## src/ribosome_exclusion_gillespie_step_top_assert.svh

```systemverilog
// ----------------------------------------------------------------------------
// Ribosome exclusion step: assertion macros
// Immediate-antecedent and next-cycle property checks, clocked on aclk and
// disabled in reset. They collapse to nothing for synthesis.
// ----------------------------------------------------------------------------
`ifndef RIBOSOME_EXCLUSION_GILLESPIE_STEP_TOP_ASSERT_SVH
`define RIBOSOME_EXCLUSION_GILLESPIE_STEP_TOP_ASSERT_SVH

`ifndef SYNTHESIS
// check cons in the same cycle as ante
`define RXG_ASSERT_NOW(label, ante, cons) \
    label: assert property (@(posedge aclk) disable iff (!aresetn) (ante) |-> (cons)) \
        else $error("rxg: same-cycle check failed");
// check cons in the cycle after ante
`define RXG_ASSERT_NEXT(label, ante, cons) \
    label: assert property (@(posedge aclk) disable iff (!aresetn) (ante) |=> (cons)) \
        else $error("rxg: next-cycle check failed");
`else
`define RXG_ASSERT_NOW(label, ante, cons)
`define RXG_ASSERT_NEXT(label, ante, cons)
`endif

`endif

```

## src/rxg_pkg.sv

```systemverilog
// ----------------------------------------------------------------------------
// Ribosome exclusion step: shared package
// Payload structs, state and command codes, fixed-point constants.
// ----------------------------------------------------------------------------
`default_nettype none

package rxg_pkg;

    localparam int DEF_MAX_RIBOSOMES = 256;
    localparam int DEF_MAX_CODONS    = 4096;
    localparam int LOG_FRAC_BITS     = 24;
    localparam int DIV_BITS          = 40;
    localparam logic [31:0] LN2_Q32  = 32'd2977044472;
    localparam logic [47:0] TIME_MAX = 48'hFFFF_FFFF_FFFF;
    localparam logic [5:0]  DEF_EXCL_DIST = 6'd9;
    localparam logic [11:0] DEF_GENE_LEN  = 12'd1;
    localparam logic        OPC_LOAD = 1'b0;

    typedef enum logic [2:0] {
        CFG_INIT_RATE  = 3'd0,
        CFG_COMP_RATE  = 3'd1,
        CFG_GENE_LEN   = 3'd2,
        CFG_EXCL_DIST  = 3'd3,
        CFG_INH_START  = 3'd4,
        CFG_INH_EN     = 3'd5,
        CFG_START_TIME = 3'd6
    } cfg_index_t;

    typedef enum logic [2:0] {
        EV_LOAD  = 3'd0,
        EV_INIT  = 3'd1,
        EV_ELONG = 3'd2,
        EV_COMP  = 3'd3,
        EV_STALL = 3'd4
    } event_kind_t;

    typedef struct packed {
        logic        operation;
        logic [11:0] codon_index;
        logic [31:0] codon_rate;
        logic [31:0] uniform_time;
        logic [31:0] uniform_choice;
    } in_t;

    typedef struct packed {
        logic [2:0]  event_kind;
        logic [47:0] sim_time;
        logic [7:0]  ribosome_slot;
        logic [11:0] new_position;
        logic [47:0] transit_time;
        logic [15:0] finished_collisions;
        logic        collided;
        logic [31:0] ribosomes_started;
        logic [8:0]  active_ribosomes;
    } out_t;

    typedef enum logic [4:0] {
        ST_IDLE, ST_LOAD,
        ST_P1_ADDR, ST_P1_RATE, ST_P1_ACC, ST_P1_END, ST_A0_CHK, ST_STALL,
        ST_NORM, ST_SQ_MUL, ST_SQ_UPD, ST_LN_MUL, ST_LN_GET, ST_DIV,
        ST_TGT_LO, ST_TGT_HI, ST_TGT_SUM,
        ST_P2_ADDR, ST_P2_RATE, ST_P2_ACC,
        ST_INIT, ST_ELG_RD, ST_ELG, ST_COMP_RD, ST_COMP, ST_FINISH
    } state_t;

    typedef enum logic [4:0] {
        OP_NONE, OP_LATCH, OP_LOAD, OP_WALK_RATE, OP_P1_ACC, OP_P1_END,
        OP_STALL, OP_NORM, OP_SQ_MUL, OP_SQ_UPD, OP_LN_MUL, OP_LN_GET,
        OP_DIV, OP_TGT_LO, OP_TGT_HI, OP_TGT_SUM, OP_P2_ACC,
        OP_INIT, OP_ELG, OP_COMP, OP_OUT_LOAD
    } dp_op_t;

    typedef struct packed {
        dp_op_t op;
    } cmd_t;

    typedef struct packed {
        logic is_load;
        logic cnt_zero;
        logic last_entry;
        logic match;
        logic is_comp;
        logic a0_zero;
        logic u_norm;
        logic k_last;
        logic div_last;
    } status_t;

endpackage

`default_nettype wire

```

## src/rxg_ctrl.sv

```systemverilog
// ----------------------------------------------------------------------------
// Ribosome exclusion step: controller
// Sequences rate loads, the propensity pass, log, division, selection pass
// and the event update, and owns the handshakes.
// ----------------------------------------------------------------------------
`default_nettype none

module rxg_ctrl (
    input  wire logic              aclk,
    input  wire logic              aresetn,
    input  wire logic              s_valid,
    output logic                   s_ready,
    output logic                   m_valid,
    input  wire logic              m_ready,
    input  wire rxg_pkg::status_t  status,
    output rxg_pkg::cmd_t          cmd
);
    import rxg_pkg::*;

    state_t state_reg, state_next;
    logic   m_valid_reg;

    // state register and result valid
    always_ff @(posedge aclk) begin
        if (!aresetn) begin
            state_reg   <= ST_IDLE;
            m_valid_reg <= 1'b0;
        end else begin
            state_reg <= state_next;
            if (cmd.op == OP_OUT_LOAD) begin
                m_valid_reg <= 1'b1;
            end else if (m_ready) begin
                m_valid_reg <= 1'b0;
            end
        end
    end

    // next state and commands
    always_comb begin
        state_next = state_reg;
        cmd.op     = OP_NONE;
        s_ready    = 1'b0;
        case (state_reg)
            ST_IDLE: begin
                s_ready = 1'b1;
                if (s_valid) begin
                    cmd.op = OP_LATCH;
                    if (status.is_load) begin
                        state_next = ST_LOAD;
                    end else if (status.cnt_zero) begin
                        state_next = ST_P1_END;
                    end else begin
                        state_next = ST_P1_ADDR;
                    end
                end
            end
            ST_LOAD: begin
                cmd.op     = OP_LOAD;
                state_next = ST_FINISH;
            end
            ST_P1_ADDR: state_next = ST_P1_RATE;
            ST_P1_RATE: begin
                cmd.op     = OP_WALK_RATE;
                state_next = ST_P1_ACC;
            end
            ST_P1_ACC: begin
                cmd.op     = OP_P1_ACC;
                state_next = status.last_entry ? ST_P1_END : ST_P1_ADDR;
            end
            ST_P1_END: begin
                cmd.op     = OP_P1_END;
                state_next = ST_A0_CHK;
            end
            ST_A0_CHK: state_next = status.a0_zero ? ST_STALL : ST_NORM;
            ST_STALL: begin
                cmd.op     = OP_STALL;
                state_next = ST_FINISH;
            end
            ST_NORM: begin
                cmd.op = OP_NORM;
                if (status.u_norm) begin
                    state_next = ST_SQ_MUL;
                end
            end
            ST_SQ_MUL: begin
                cmd.op     = OP_SQ_MUL;
                state_next = ST_SQ_UPD;
            end
            ST_SQ_UPD: begin
                cmd.op     = OP_SQ_UPD;
                state_next = status.k_last ? ST_LN_MUL : ST_SQ_MUL;
            end
            ST_LN_MUL: begin
                cmd.op     = OP_LN_MUL;
                state_next = ST_LN_GET;
            end
            ST_LN_GET: begin
                cmd.op     = OP_LN_GET;
                state_next = ST_DIV;
            end
            ST_DIV: begin
                cmd.op = OP_DIV;
                if (status.div_last) begin
                    state_next = ST_TGT_LO;
                end
            end
            ST_TGT_LO: begin
                cmd.op     = OP_TGT_LO;
                state_next = ST_TGT_HI;
            end
            ST_TGT_HI: begin
                cmd.op     = OP_TGT_HI;
                state_next = ST_TGT_SUM;
            end
            ST_TGT_SUM: begin
                cmd.op     = OP_TGT_SUM;
                state_next = status.cnt_zero ? ST_INIT : ST_P2_ADDR;
            end
            ST_P2_ADDR: state_next = ST_P2_RATE;
            ST_P2_RATE: begin
                cmd.op     = OP_WALK_RATE;
                state_next = ST_P2_ACC;
            end
            ST_P2_ACC: begin
                cmd.op = OP_P2_ACC;
                if (status.match) begin
                    state_next = status.is_comp ? ST_COMP_RD : ST_ELG_RD;
                end else if (status.last_entry) begin
                    state_next = ST_INIT;
                end else begin
                    state_next = ST_P2_ADDR;
                end
            end
            ST_INIT: begin
                cmd.op     = OP_INIT;
                state_next = ST_FINISH;
            end
            ST_ELG_RD: state_next = ST_ELG;
            ST_ELG: begin
                cmd.op     = OP_ELG;
                state_next = ST_FINISH;
            end
            ST_COMP_RD: state_next = ST_COMP;
            ST_COMP: begin
                cmd.op     = OP_COMP;
                state_next = ST_FINISH;
            end
            ST_FINISH: begin
                if (!m_valid_reg || m_ready) begin
                    cmd.op     = OP_OUT_LOAD;
                    state_next = ST_IDLE;
                end
            end
            default: state_next = ST_IDLE;
        endcase
    end

    assign m_valid = m_valid_reg;

endmodule

`default_nettype wire

```

## config.mk

```make
export PLATFORM = sky130hd
export DESIGN_NAME = rxg_ctrl
export DESIGN_NICKNAME = d
export VERILOG_FILES = /design/src/ribosome_exclusion_gillespie_step_top_assert.svh /design/src/rxg_pkg.sv /design/src/rxg_ctrl.sv
export SDC_FILE = /design/constraint.sdc
export NUM_CORES = 1
export LEC_CHECK = 0
export BUFFER_PORTS_ARGS = -buffer_cell sky130_fd_sc_hd__buf_2
export CAP_MARGIN = 10
export CORE_ASPECT_RATIO = 0.9
export CORE_MARGIN = 1
export CORE_UTILIZATION = 53
export DETAILED_ROUTE_END_ITERATION = 6
export GPL_ROUTABILITY_DRIVEN = 1
export PLACE_DENSITY = 0.79
export SYNTH_ARGS = -nofsm -noshare
export SYNTH_HDL_FRONTEND = slang
export SYNTH_SLANG_ARGS = --single-unit
```

## constraint.sdc

```tcl
create_clock -name aclk -period 1.94 [get_ports aclk]
set_input_delay 0.388 -clock aclk [delete_from_list [all_inputs] [get_ports aclk]]
set_output_delay 0.388 -clock aclk [all_outputs]
set_load 0.005 [all_outputs]
```

Yosys cells after proc, flatten, opt, wreduce, memory -nomap -nowiden
Index checks and enable logic that the tools add are counted.
{ "op_classes": {"eq_ne": 30, "n_mux": 20, "reduce_logical": 7} }
{ "op_table": {"columns": ["operator", "n"], "rows": [
  ["5-bit one-hot mux with 22 select lines", 1],
  ["5-bit one-hot mux with 20 select lines", 1],
  ["5-bit equality test (second input constant)", 11],
  ["5-bit by 4-bit equality test with 1-bit output (second input constant)", 8],
  ["5-bit two-way mux", 5],
  ["5-bit by 3-bit equality test with 1-bit output (second input constant)", 4],
  ["3-bit two-way mux", 6],
  ["5-bit by 2-bit equality test with 1-bit output (second input constant)", 2],
  ["2-bit inequality test (second input constant)", 4],
  ["5-bit by 1-bit equality test with 1-bit output (second input constant)", 1],
  ["5-bit logical NOT", 1],
  ["5-bit OR reduction", 1],
  ["1-bit two-way mux", 4],
  ["2-bit two-way mux", 2],
  ["4-bit two-way mux", 1],
  ["4-bit AND reduction", 1],
  ["2-bit nonzero test", 1],
  ["2-bit OR reduction", 1],
  ["1-bit logical NOT", 1],
  ["1-bit logical OR", 1]
]} }
{ "word_totals": {"reg_bits": 6, "input_bits": 13, "out_inout_bits": 7, "word_cells": 59} }

Longest topological paths before layout
{ "logic_depth": {"ltp_word": 6, "ltp_mapped": 7, "mapped_depth_nobuf": 4} }

Worst setup path before layout
No wires, ideal clock.
{ "synth_path": {"kind": "register to output", "start": "register state_reg[0]", "end": "output cmd[4] in the netlist's numbering", "t_arrival_ps": 1331, "required_ps": 1552, "path_slack_ps": 221, "path_stages_with_launch": 6, "path_buffers": 2, "cell_sequence": "dfxtp_1 clkbuf_1 buf_1 a22oi_1 o22ai_1 and2_1"} }
{ "synth_rtl": {"columns": ["item", "line_no", "source"], "rows": [
  ["from (decl)", "rxg_ctrl.sv:20", "state_t state_reg, state_next;"],
  ["from (signal assigned)", "rxg_ctrl.sv:29", "state_reg <= state_next;"],
  ["to (decl)", "rxg_ctrl.sv:16", "output rxg_pkg::cmd_t cmd"]
]} }

Worst setup path in the final report
{ "layout_path": {"start": "register state_reg[1]", "end": "output s_ready"} }
{ "layout_via": {"elab_chain_cells": 2} }
{ "layout_rtl": {"columns": ["item", "line_no", "source"], "rows": [
  ["5-bit logical NOT", "rxg_ctrl.sv:43", "case (state_reg)"],
  ["1-bit two-way mux", "rxg_ctrl.sv:43", null],
  ["to (decl)", "rxg_ctrl.sv:12", "output logic s_ready,"]
]} }
No other way between the ends.

==> flow_summary.ini <==
[clock_network]
cts_max_level = 1
cts_tree = yes
ctsHoldBuffers = 0
cts.repair.resized = 5
post_cts_buffers = 0
numCtsBuffers = 3
cts_root_buf = clkbuf_4
cts_sinks = 6
ctsLongestPathBuffers = 2
clk_pin_slew_ns = 0.05
clk_latency_ns = 0.25

[drt]
num_vias = 1110
drc = 0
viasPerCell = 6.45
wl_um = 2780
dr.pass1.iters = 5
drtAntennaViolNets = 0
drt-initial-drc-count = 76
wl_per_cell_um = 16.2

[timing]
grt_setup_unrepaired = false
period_share = 0.960
clock.fmax_ghz = 0.537
slew_headroom = 0.789
worstMarginPinSlew_ns = 0.314
setup_viol = 0
clock_skew_ns = 0.00281
hold_viol_final = 0
slew_violations = 0
setup_slack_ns = 0.0769
tns_ns = 0
post-route-min-period_ns = 1.86

[yosys]
async_flop_share = 0
synth_area_sq_um = 868
seq_area_frac_synth = 0.138
synth_seq_cells = 6
yosysWarningCount = 0
synth_ff_type = dfxtp_1
avgSynthCellArea_sq_um = 6.89
synth_fp_nets = 139
synthCells = 126
synth_edf_count = 0
ys_types = 41

[floorplan]
floorplan.initialDensity = 0.587
die_w_um = 44.7
fp-row-count = 13
die_h_um = 40.4
dieArea_sq_mm = 0.00180
num_io_pins = 20
coreArea_sq_mm = 0.00148

[global_route]
antenna_found_initial = 0
grt_remaining_overflow = 0
grt.total_usage = 0.351
grt_first_pass_wirelength_um = 4410
grt_pass1_vias = 948
grt_start_max_net_pins = 22

[flow_run]
maxCapViolCount = 0

[placement]
io_buffers = 19
hpwl_um = 1970
gp_congestion = 0.939
placed_cell_area_sq_mm = 0.00103
pre_cts_slack_ns = 0.0577

[setup_path]
crit_type = reg2out
end_kind = primary output
crit_arrival_ns = 1.48
critPathMaxFanout = 16
start_kind = flop
required_ns = 1.55

[hold_path]
hp-class = in2reg

[cells_and_area]
multi_input_area_sq_um = 696
fin_nets = 165
syn_to_final_growth_pct = 25.2
fin_area_sq_mm = 0.00109
nFillCells = 121
num_antenna_cells = 0
postLayoutCoreUtil = 0.735
largest_reg_flops = 5
layout_commonest_cell = buf_2
final_cell_mix = buf_2 (19), buf_4 (12), nand2b_1 (10), o21ai_0 (9), nand2_1 (9)
drive_gt1_frac = 0.327
regArea_sq_um = 134

[pwr]
pwr_density_cell_mw_per_mm2 = 1760
ir_drop_mv = 0.980
leakage_nw = 0.441

[outcome]
status = complete, no violations
metrics by stage:
step	hold WS, ns	total power [mW]	instances
global route	0.406	2.08	172
detailed placement	0.636	1.67	169
floorplan	0.505	1.25	126
CTS	0.412	1.82	172
finish	0.412	1.91	172
global placement	0.625	1.64	169
cells by family (layout without fill, tap and decap cells):
group	after synthesis	in the layout	synth area share
AO/OA/AOI/OAI	44	44	0.353
XOR/XNOR	1	1	0.0101
buffers and inverters	14	38	0.0749
flip-flops	6	6	0.138
multiplexers	4	4	0.0461
AND/OR/NAND/NOR	57	57	0.378
area by class of cell:
cell class | instances | area share
Timing Repair Buffer | 32 | 0.181
Clock buffer | 3 | 0.0207
Multi-Input combinational cell | 106 | 0.640
Sequential cell | 6 | 0.123
Tap cell | 22 | 0.0253
Inverter | 3 | 0.0104
final timing paths:
check	slack (ns)	depth (start not counted)	startpoint	end
worst max-delay path	0.08	3	state_reg[1]$_SDFFE_PN0P_	s_ready
worst min register to register	0.59	2	state_reg[4]$_SDFFE_PN0P_	state_reg[4]$_SDFFE_PN0P_
worst min-delay path	0.41	2	aresetn	state_reg[3]$_SDFFE_PN0P_
worst max register to register	0.26	4	state_reg[1]$_SDFFE_PN0P_	state_reg[2]$_SDFFE_PN0P_
per-layer routing:
layer  up-vias  global-route usage  part of all wire
met3        17              0.0721             0.073
li1        520                   -                 -
met5         -              0.0667                 0
met1       503               0.435              0.42
met4         0               0.152             0.036
met2        70               0.588              0.47
synthesized netlist by cell type (all sizes together) (4+ instances only):
| cell | count | area, sq um |
|---|---|---|
| buf | 7 | 38.8 |
| clkbuf | 4 | 15.0 |
| a31oi | 5 | 31.3 |
| nand2 | 9 | 33.8 |
| nand3 | 6 | 30.0 |
| dfxtp | 6 | 120 |
| mux2i | 4 | 40.0 |
| nor2b | 7 | 43.8 |
| nor2 | 7 | 26.3 |
| nor3 | 4 | 20.0 |
| nand2b | 10 | 62.6 |
| a21oi | 5 | 25.0 |
| o21ai | 10 | 50.1 |
report_power, final:
part / switching (mW) / leakage [nW] / total (mW) / internal, mW
combinational: 0.715 / 0.375 / 1.43 / 0.713
sequential: 0.166 / 0.0520 / 0.361 / 0.195
clock: 0.0519 / 0.0138 / 0.122 / 0.0704
total: 0.933 / 0.441 / 1.91 / 0.979
worst max-delay path, stage by stage (launching register included):
cell     delay [ns]
dfxtp_4        0.40
or4_4          0.54
nor2_1         0.15
buf_2          0.13
(Power assumes the default switching activity.)
